## config.mk

```make
export PLATFORM = sky130hd
export DESIGN_NAME = circuit_breaker_table_core
export DESIGN_NICKNAME = d
export VERILOG_FILES = /design/src/rtl/cbt_pkg.sv /design/src/rtl/cbt_front.sv /design/src/rtl/cbt_back.sv /design/src/rtl/circuit_breaker_table_core.sv
export SDC_FILE = /design/constraint.sdc
export NUM_CORES = 2
export LEC_CHECK = 0
export BUFFER_PORTS_ARGS = -buffer_cell sky130_fd_sc_hd__buf_2
export CORE_MARGIN = 2
export CORE_UTILIZATION = 55
export DETAILED_ROUTE_END_ITERATION = 12
export PLACE_DENSITY = 0.7
export SETUP_SLACK_MARGIN = 0.3
export SLEW_MARGIN = 20
export SYNTH_ARGS = -nofsm -noshare
export SYNTH_HDL_FRONTEND = slang
export SYNTH_SLANG_ARGS = --single-unit
```

## constraint.sdc

```tcl
create_clock -name clk -period 6.9 [get_ports clk]
set_input_delay 0.69 -clock clk [delete_from_list [all_inputs] [get_ports clk]]
set_output_delay 0.69 -clock clk [all_outputs]
set_load 0.02 [all_outputs]
```

## src/rtl/cbt_pkg.sv

```systemverilog
`timescale 1ns / 1ps

package cbt_pkg;

  localparam int NUM_CIRCUITS = 16;
  localparam int TIME_BITS    = 32;
  localparam int IDX_W        = (NUM_CIRCUITS > 1) ? $clog2(NUM_CIRCUITS) : 1;
  localparam int QUEUE_DEPTH  = 2;

  localparam logic [15:0] FAIL_MAX = 16'hFFFF;
  localparam logic [7:0]  SUCC_MAX = 8'hFF;

  localparam logic [15:0] FAILURE_LIMIT_RST = 16'd5;
  localparam logic [7:0]  SUCCESS_LIMIT_RST = 8'd2;
  localparam logic [31:0] OPEN_TIMEOUT_RST  = 32'd60;

  localparam logic [1:0] REG_FAILURE_LIMIT = 2'd0;
  localparam logic [1:0] REG_SUCCESS_LIMIT = 2'd1;
  localparam logic [1:0] REG_OPEN_TIMEOUT  = 2'd2;

  typedef logic [IDX_W-1:0]     idx_t;
  typedef logic [TIME_BITS-1:0] time_t;

  typedef enum logic [2:0] {
    OP_REQUEST     = 3'd0,
    OP_SUCCESS     = 3'd1,
    OP_FAILURE     = 3'd2,
    OP_FORCE_OPEN  = 3'd3,
    OP_FORCE_CLOSE = 3'd4,
    OP_RESET_ALL   = 3'd5,
    OP_READ_STATUS = 3'd6
  } op_t;

  typedef enum logic [1:0] {
    MODE_CLOSED = 2'd0,
    MODE_OPEN   = 2'd1,
    MODE_HALF   = 2'd2
  } mode_t;

  // classified word handed from front to back
  typedef struct packed {
    op_t   op;
    logic  in_range;
    idx_t  idx;
    time_t now;
    time_t reopen;
  } cmd_t;

  typedef struct packed {
    logic [15:0] failure_limit;
    logic [7:0]  success_limit;
  } limits_t;

  typedef struct packed {
    logic        allowed;
    mode_t       circuit_state;
    logic [15:0] fail_total;
    logic [7:0]  success_total;
    logic        tripped;
  } result_t;

endpackage

```

## src/rtl/cbt_front.sv

```systemverilog
`timescale 1ns / 1ps

module cbt_front (
  input  logic              clk,
  input  logic              rst_n,
  input  logic              start,
  output logic              busy,
  input  logic [2:0]        in_operation,
  input  logic [3:0]        in_circuit_id,
  input  logic [31:0]       in_now_time,
  input  logic [31:0]       open_timeout,
  output logic              q_valid,
  output cbt_pkg::cmd_t     q_word,
  input  logic              q_pop
);

  localparam int SUM_W = ((cbt_pkg::TIME_BITS > 32) ? cbt_pkg::TIME_BITS : 32) + 1;
  localparam int PTR_W = $clog2(cbt_pkg::QUEUE_DEPTH);
  localparam int CNT_W = $clog2(cbt_pkg::QUEUE_DEPTH + 1);

  cbt_pkg::cmd_t         queue_r [cbt_pkg::QUEUE_DEPTH];
  logic [PTR_W-1:0]      wr_ptr_r, wr_ptr_nxt;
  logic [PTR_W-1:0]      rd_ptr_r, rd_ptr_nxt;
  logic [CNT_W-1:0]      cnt_r, cnt_nxt;

  cbt_pkg::cmd_t         cmd;
  logic [SUM_W-1:0]      sum;
  logic                  push;
  logic                  pop;

  // classify the incoming word and precompute its reopen time
  always_comb begin
    cmd.now      = cbt_pkg::TIME_BITS'(in_now_time);
    cmd.idx      = cbt_pkg::IDX_W'(in_circuit_id);
    cmd.in_range = (32'(in_circuit_id) < cbt_pkg::NUM_CIRCUITS);
    if (in_operation > 3'(cbt_pkg::OP_READ_STATUS)) begin
      cmd.op = cbt_pkg::OP_READ_STATUS;
    end else begin
      cmd.op = cbt_pkg::op_t'(in_operation);
    end
    sum = SUM_W'(cmd.now) + SUM_W'(open_timeout);
    if (sum[SUM_W-1:cbt_pkg::TIME_BITS] != '0) begin
      cmd.reopen = '1;
    end else begin
      cmd.reopen = sum[cbt_pkg::TIME_BITS-1:0];
    end
  end

  assign busy    = (cnt_r == CNT_W'(cbt_pkg::QUEUE_DEPTH));
  assign push    = start && !busy;
  assign q_valid = (cnt_r != '0);
  assign pop     = q_pop && q_valid;
  assign q_word  = queue_r[rd_ptr_r];

  always_comb begin
    wr_ptr_nxt = wr_ptr_r;
    rd_ptr_nxt = rd_ptr_r;
    cnt_nxt    = cnt_r;
    if (push) begin
      wr_ptr_nxt = (wr_ptr_r == PTR_W'(cbt_pkg::QUEUE_DEPTH - 1)) ? '0 : wr_ptr_r + 1'b1;
    end
    if (pop) begin
      rd_ptr_nxt = (rd_ptr_r == PTR_W'(cbt_pkg::QUEUE_DEPTH - 1)) ? '0 : rd_ptr_r + 1'b1;
    end
    if (push && !pop) begin
      cnt_nxt = cnt_r + 1'b1;
    end else if (pop && !push) begin
      cnt_nxt = cnt_r - 1'b1;
    end
  end

  always_ff @(posedge clk) begin
    if (!rst_n) begin
      wr_ptr_r <= '0;
      rd_ptr_r <= '0;
      cnt_r    <= '0;
    end else begin
      wr_ptr_r <= wr_ptr_nxt;
      rd_ptr_r <= rd_ptr_nxt;
      cnt_r    <= cnt_nxt;
    end
  end

  always_ff @(posedge clk) begin
    if (push) begin
      queue_r[wr_ptr_r] <= cmd;
    end
  end

`ifndef SYNTH
  a_cnt_bound: assert property (@(posedge clk) disable iff (!rst_n)
    cnt_r <= CNT_W'(cbt_pkg::QUEUE_DEPTH))
    else $error("queue count beyond depth");
`endif

endmodule

```

## src/rtl/cbt_back.sv

```systemverilog
`timescale 1ns / 1ps

module cbt_back (
  input  logic              clk,
  input  logic              rst_n,
  input  logic              q_valid,
  input  cbt_pkg::cmd_t     q_word,
  output logic              q_pop,
  input  cbt_pkg::limits_t  limits,
  output logic              res_valid,
  output cbt_pkg::result_t  res
);

  cbt_pkg::mode_t   mode_r    [cbt_pkg::NUM_CIRCUITS];
  logic [15:0]      fail_r    [cbt_pkg::NUM_CIRCUITS];
  logic [7:0]       succ_r    [cbt_pkg::NUM_CIRCUITS];
  cbt_pkg::time_t   reopen_r  [cbt_pkg::NUM_CIRCUITS];

  logic              res_valid_r;
  cbt_pkg::result_t  res_r, res_nxt;

  cbt_pkg::mode_t   m, m_nxt;
  logic [15:0]      f, f_nxt, f_inc;
  logic [7:0]       s, s_nxt, s_inc;
  cbt_pkg::time_t   r, r_nxt;
  logic             allowed, tripped;
  logic             do_item;
  logic             clear_all;

  assign q_pop     = q_valid;
  assign do_item   = q_valid;
  assign clear_all = do_item && (q_word.op == cbt_pkg::OP_RESET_ALL);

  assign m = mode_r[q_word.idx];
  assign f = fail_r[q_word.idx];
  assign s = succ_r[q_word.idx];
  assign r = reopen_r[q_word.idx];

  assign f_inc = (f == cbt_pkg::FAIL_MAX) ? f : f + 16'd1;
  assign s_inc = (s == cbt_pkg::SUCC_MAX) ? s : s + 8'd1;

  always_comb begin
    m_nxt   = m;
    f_nxt   = f;
    s_nxt   = s;
    r_nxt   = r;
    allowed = 1'b0;
    tripped = 1'b0;
    unique case (q_word.op)
      cbt_pkg::OP_REQUEST: begin
        if (m == cbt_pkg::MODE_OPEN) begin
          if (q_word.now >= r) begin
            m_nxt   = cbt_pkg::MODE_HALF;
            s_nxt   = '0;
            allowed = 1'b1;
          end
        end else begin
          allowed = 1'b1;
        end
      end
      cbt_pkg::OP_SUCCESS: begin
        if (m == cbt_pkg::MODE_HALF) begin
          s_nxt = s_inc;
          if (s_inc >= limits.success_limit) begin
            m_nxt = cbt_pkg::MODE_CLOSED;
            f_nxt = '0;
            s_nxt = '0;
          end
        end else if (m == cbt_pkg::MODE_CLOSED) begin
          f_nxt = '0;
        end
      end
      cbt_pkg::OP_FAILURE: begin
        f_nxt = f_inc;
        if (m == cbt_pkg::MODE_HALF) begin
          m_nxt = cbt_pkg::MODE_OPEN;
          r_nxt = q_word.reopen;
          s_nxt = '0;
        end else if (m == cbt_pkg::MODE_CLOSED && f_inc >= limits.failure_limit) begin
          m_nxt   = cbt_pkg::MODE_OPEN;
          r_nxt   = q_word.reopen;
          tripped = 1'b1;
        end
      end
      cbt_pkg::OP_FORCE_OPEN: begin
        m_nxt = cbt_pkg::MODE_OPEN;
        r_nxt = q_word.reopen;
      end
      cbt_pkg::OP_FORCE_CLOSE: begin
        m_nxt = cbt_pkg::MODE_CLOSED;
        f_nxt = '0;
        s_nxt = '0;
      end
      cbt_pkg::OP_RESET_ALL: begin
        m_nxt = cbt_pkg::MODE_CLOSED;
        f_nxt = '0;
        s_nxt = '0;
      end
      default: ;
    endcase
  end

  always_comb begin
    res_nxt = '0;
    if (q_word.in_range) begin
      res_nxt.allowed       = allowed;
      res_nxt.circuit_state = m_nxt;
      res_nxt.fail_total    = f_nxt;
      res_nxt.success_total = s_nxt;
      res_nxt.tripped       = tripped;
    end
  end

  always_ff @(posedge clk) begin
    if (!rst_n) begin
      for (int i = 0; i < cbt_pkg::NUM_CIRCUITS; i++) begin
        mode_r[i]   <= cbt_pkg::MODE_CLOSED;
        fail_r[i]   <= '0;
        succ_r[i]   <= '0;
        reopen_r[i] <= '0;
      end
    end else if (clear_all) begin
      // reopen times survive a reset-all
      for (int i = 0; i < cbt_pkg::NUM_CIRCUITS; i++) begin
        mode_r[i] <= cbt_pkg::MODE_CLOSED;
        fail_r[i] <= '0;
        succ_r[i] <= '0;
      end
    end else if (do_item && q_word.in_range) begin
      mode_r[q_word.idx]   <= m_nxt;
      fail_r[q_word.idx]   <= f_nxt;
      succ_r[q_word.idx]   <= s_nxt;
      reopen_r[q_word.idx] <= r_nxt;
    end
  end

  always_ff @(posedge clk) begin
    if (!rst_n) begin
      res_valid_r <= 1'b0;
    end else begin
      res_valid_r <= do_item;
    end
  end

  always_ff @(posedge clk) begin
    if (do_item) begin
      res_r <= res_nxt;
    end
  end

  assign res_valid = res_valid_r;
  assign res       = res_r;

`ifndef SYNTH
  a_pop_gives_word: assert property (@(posedge clk) disable iff (!rst_n)
    q_valid |=> res_valid_r)
    else $error("popped word produced no result");
  a_trip_opens: assert property (@(posedge clk) disable iff (!rst_n)
    (res_valid_r && res_r.tripped) |-> (res_r.circuit_state == cbt_pkg::MODE_OPEN))
    else $error("trip without open state");
  a_allow_not_open: assert property (@(posedge clk) disable iff (!rst_n)
    (res_valid_r && res_r.allowed) |-> (res_r.circuit_state != cbt_pkg::MODE_OPEN))
    else $error("request allowed on open circuit");
  a_idle_no_result: assert property (@(posedge clk) disable iff (!rst_n)
    !q_valid |=> !res_valid_r)
    else $error("result without popped word");
`endif

endmodule

```

## src/rtl/circuit_breaker_table_core.sv

```systemverilog
`timescale 1ns / 1ps

// Channel  | Ports                                   | Handshake
// input    | in_operation, in_circuit_id, in_now_time | taken when start && !busy
// result   | out_allowed .. out_tripped              | out_valid for one cycle
// config   | psel penable pwrite paddr pwdata prdata | APB, pready tied high
//
// One word per cycle while busy is low; a taken word passes through the queue and then
// the result registers, which raise out_valid.
// The rate is set by the read-modify-write of the breaker table in the back end;
// reset-all clears the mode and counts of every entry there but keeps reopen times.
// A two-word queue parts front and back; busy is raised only when it is full.
// Reset (rst_n low, synchronous) closes all entries and loads default limits.
// Results cannot be stalled by the receiver.

module circuit_breaker_table_core (
  input  logic        clk,
  input  logic        rst_n,
  input  logic        start,
  output logic        busy,
  input  logic [2:0]  in_operation,
  input  logic [3:0]  in_circuit_id,
  input  logic [31:0] in_now_time,
  output logic        out_valid,
  output logic        out_allowed,
  output logic [1:0]  out_circuit_state,
  output logic [15:0] out_fail_total,
  output logic [7:0]  out_success_total,
  output logic        out_tripped,
  input  logic        psel,
  input  logic        penable,
  input  logic        pwrite,
  input  logic [3:0]  paddr,
  input  logic [31:0] pwdata,
  output logic [31:0] prdata,
  output logic        pready
);

  logic [15:0]       failure_limit_r;
  logic [7:0]        success_limit_r;
  logic [31:0]       open_timeout_r;
  logic              cfg_wr;

  logic              q_valid;
  logic              q_pop;
  cbt_pkg::cmd_t     q_word;
  cbt_pkg::limits_t  limits;
  logic              res_valid;
  cbt_pkg::result_t  res;

  assign pready = 1'b1;
  assign cfg_wr = psel && penable && pwrite;

  always_ff @(posedge clk) begin
    if (!rst_n) begin
      failure_limit_r <= cbt_pkg::FAILURE_LIMIT_RST;
      success_limit_r <= cbt_pkg::SUCCESS_LIMIT_RST;
      open_timeout_r  <= cbt_pkg::OPEN_TIMEOUT_RST;
    end else if (cfg_wr) begin
      unique case (paddr[3:2])
        cbt_pkg::REG_FAILURE_LIMIT: failure_limit_r <= pwdata[15:0];
        cbt_pkg::REG_SUCCESS_LIMIT: success_limit_r <= pwdata[7:0];
        cbt_pkg::REG_OPEN_TIMEOUT:  open_timeout_r  <= pwdata;
        default: ;
      endcase
    end
  end

  always_comb begin
    unique case (paddr[3:2])
      cbt_pkg::REG_FAILURE_LIMIT: prdata = 32'(failure_limit_r);
      cbt_pkg::REG_SUCCESS_LIMIT: prdata = 32'(success_limit_r);
      cbt_pkg::REG_OPEN_TIMEOUT:  prdata = open_timeout_r;
      default:                    prdata = '0;
    endcase
  end

  assign limits.failure_limit = failure_limit_r;
  assign limits.success_limit = success_limit_r;

  cbt_front u_front (
    .clk           (clk),
    .rst_n         (rst_n),
    .start         (start),
    .busy          (busy),
    .in_operation  (in_operation),
    .in_circuit_id (in_circuit_id),
    .in_now_time   (in_now_time),
    .open_timeout  (open_timeout_r),
    .q_valid       (q_valid),
    .q_word        (q_word),
    .q_pop         (q_pop)
  );

  cbt_back u_back (
    .clk       (clk),
    .rst_n     (rst_n),
    .q_valid   (q_valid),
    .q_word    (q_word),
    .q_pop     (q_pop),
    .limits    (limits),
    .res_valid (res_valid),
    .res       (res)
  );

  assign out_valid         = res_valid;
  assign out_allowed       = res.allowed;
  assign out_circuit_state = res.circuit_state;
  assign out_fail_total    = res.fail_total;
  assign out_success_total = res.success_total;
  assign out_tripped       = res.tripped;

endmodule

```

==> results_dict.tcl <==
set metrics [dict create \
    wl_um 147000 \
    cts_max_level 3 \
    clock_skew_ns 0.0398 \
    path_class "flop to flop" \
    p_sw_share_pct 35.1 \
    path_cells "or3b_2, buf_4, a21oi_1, o41ai_1, and3_2, ha_1, inv_1, or2_2, nor3_2, nor2_1, xnor2_1, buf_4, ha_1, a211oi_1, o31a_1, o21ai_0, o211ai_1, and3_1, a21oi_1, a211o_1, inv_1" \
    cts_buffers 114 \
    crit_path_max_fanout 17 \
    critPathCaptureType "flop" \
    worst_slew_pin_slew_ns 1.21 \
    ys_ff_latch 1160 \
    netlist_area_um2 53300 \
    dp_hpwl_um 88300 \
    fin_crit_sh_pct 92.5 \
    fp.dieW_um 315 \
    cts_root_buf "clkbuf_16" \
    antenna_found_initial 8 \
    yosys_most_used_dff "edfxtp_1" \
    rows 114 \
    clock_path_buffers 3 \
    hold_violations 0 \
    fmax_mhz 157 \
    grt_start_max_net_pins 79 \
    slowest_delay_ns 0.58 \
    final_cell_mix "1098 x edfxtp_1, 986 x nor2_1, 227 x a21oi_1" \
    rsz0062_at_grt "false" \
    max_cap_violations 0 \
    slew_headroom_pct 19.4 \
    pwr-share-seq_pct 38.6 \
    hold_path_class "primary input to flop" \
    p_int_mw 14.8 \
    clkLatencyLatePin_ns 0.72 \
    start_kind "flop" \
    wl_per_cell_um 26.6 \
    p_comb_share_pct 33.3 \
    coreArea_um2 96400 \
    synthToLayoutAreaGrowth_pct 12.0 \
    seq_area_frac_synth_pct 64.2 \
    finalSetupViolCount 0 \
    synth_edf_count 1098 \
    cts.clk_slew.worst_paths_ns 0.06 \
    cts_tree "done" \
    fin_crit_ns 6.38 \
    drc_errors 0 \
    num_vias 34505 \
    die_area_um2 99400 \
    drv_slew 0 \
    grt_pass1_wl_um 216000 \
    power_frac_clock_pct 28.1 \
    required_ns 7.30 \
    numClockSinks 1160 \
    syn_area_per_cell_um2 13.1 \
    async_reset_ff_share_pct 0 \
    ys_types 87 \
    grt_pass1_vias 34103 \
    start_util_pct 55.3 \
    vdd_ir_drop_max_mv 0.342 \
    grt_usage_pct 29.7 \
    total_power_mw 22.8 \
    total_leakage_power_nw 21.7 \
    cellPowerDensity_nw_per_um2 382 \
    yosys_warnings 0 \
    final_antenna_net_count 0 \
    firstDrtPassIters 6 \
    drtIter0Drc 4521 \
    die_y_um 315 \
    power.net_switching_mw 8.01 \
    viasPerCell 6.23 \
    grt_overflow 0 \
    syn_nets 4239 \
    status "complete, no violations" \
    cpMaxStageDelayCell "a211o_1" \
    arrival_ns 6.78 \
    io_buffers 140 \
    drive_gt1_share_pct 19.4 \
    ios 144 \
    final_nets 4332 \
    netlist_instances 4066 \
    fin_tns_setup_ns 0 \
    postCtsHoldBufs 0 \
    final_common_cell "edfxtp_1" \
    gp_congestion 0.866 \
]
[critical path, delay by kind of cell (launching register included)]
kind	cells	cell delay, ns
and+or+nand+nor	6	2.09
AOI/OAI and AO/OA	8	1.89
buffers and inverters	4	0.86
DFF	1	0.52
adders and majority gates	2	0.35
xor gates and xnor gates	1	0.34
[worst paths after layout]
check / slack, ns / end / cells after the start / start
min: 0.18 / u_front.queue_r[0][61] / 1 / in_now_time[29]
min reg2reg: 0.49 / open_timeout_r[27] / 2 / open_timeout_r[27]
max: 0.52 / u_back.res[21] / 21 / u_front.queue_r[0][65]
max reg2reg: 0.52 / u_back.res[21] / 21 / u_front.queue_r[0][65]
[cells by family after synthesis]
family / Yosys count / synth area share [%]
AND/OR/NAND/NOR: 1461 / 11.7
flip-flops: 1160 / 64.2
AO/OA/AOI/OAI: 600 / 7.74
buffers and inverters: 395 / 3.23
multiplexers: 317 / 10.3
adder cells (fa/ha/maj): 92 / 2.17
XOR/XNOR: 40 / 0.657
other: 1 / 0.00704
[synth_stat cells (all sizes together), types with 52 or more instances]
| cell | n | area [um2] |
|---|---|---|
| nand2 | 245 | 920 |
| clkbuf | 216 | 811 |
| mux4 | 178 | 4010 |
| dfxtp | 62 | 1240 |
| mux2 | 69 | 781 |
| inv | 68 | 255 |
| a21oi | 227 | 1140 |
| edfxtp | 1098 | 33000 |
| buf | 111 | 656 |
| ha | 91 | 1140 |
| o21ai | 52 | 264 |
| mux2i | 70 | 704 |
| nor2 | 987 | 3700 |
| a21boi | 76 | 571 |
[area by class of cell]
| type | instances | area (um2) |
|---|---|---|
| tap | 1276 | 1600 |
| multi-input combinational | 2512 | 17700 |
| inverter | 68 | 255 |
| timing repair buffer | 303 | 2090 |
| fill | 7287 | 36700 |
| clock inverter | 89 | 887 |
| sequential | 1160 | 34200 |
| clock buffer | 128 | 2950 |
| antenna | 1 | 2.50 |
[routing by layer]
| metal | vias to the layer above | track usage [%] | wire length [um] |
|---|---|---|---|
| met5 | - | 0 | 50 |
| met4 | 8 | 8.88 | 3880 |
| met3 | 279 | 9.10 | 18500 |
| met2 | 1990 | 47.1 | 69600 |
| met1 | 17083 | 39.6 | 55400 |
| li1 | 15145 | - | - |
[state kept, by name (all words and copies together), names as in the netlist, named ones only]
| signal | flops |
|---|---|
| failure_limit_r | 16 |
| u_back.reopen_r | 512 |
| open_timeout_r | 32 |
| u_front.queue_r | 142 |
| u_back.res | 28 |
| u_front.wr_ptr_r | 1 |
| u_front.rd_ptr_r | 1 |
| u_back.succ_r | 128 |
| u_back.mode_r | 32 |
| success_limit_r | 8 |
| u_front.cnt_r | 2 |
| u_back.fail_r | 256 |
| u_back.res_valid | 1 |
[metrics by stage]
stage	hold slack, ns	cells	instance area [um2]	util, %	setup slack (ns)
global route	0.171	5537	59700	61.9	0.307
detailed placement	0.480	5313	55700	57.8	0.422
floorplan	0.456	4066	53300	-	0.780
global placement	0.470	5313	55700	57.8	0.482
finish	0.184	5537	59700	61.9	0.517
CTS	0.163	5530	59500	61.8	0.360
[timing repair]
item / in CTS / in global routing
setup endpoints to repair: 0 / 849
buffers inserted: 0 / 5
gates resized for setup: 0 / 11
[power by group through the flow]
stage / combinational (mW) / sequential (mW) / clock [mW]
6_report: 7.59 / 8.79 / 6.41
5_1_grt: 8.09 / 8.86 / 6.71
4_1_cts: 7.40 / 8.79 / 6.44
3_5_place_dp: 7.36 / 8.94 / 0
3_3_place_gp: 7.28 / 8.91 / 0
2_1_floorplan: 4.72 / 8.98 / 0
No activity file was read; power rests on OpenSTA's default activity.
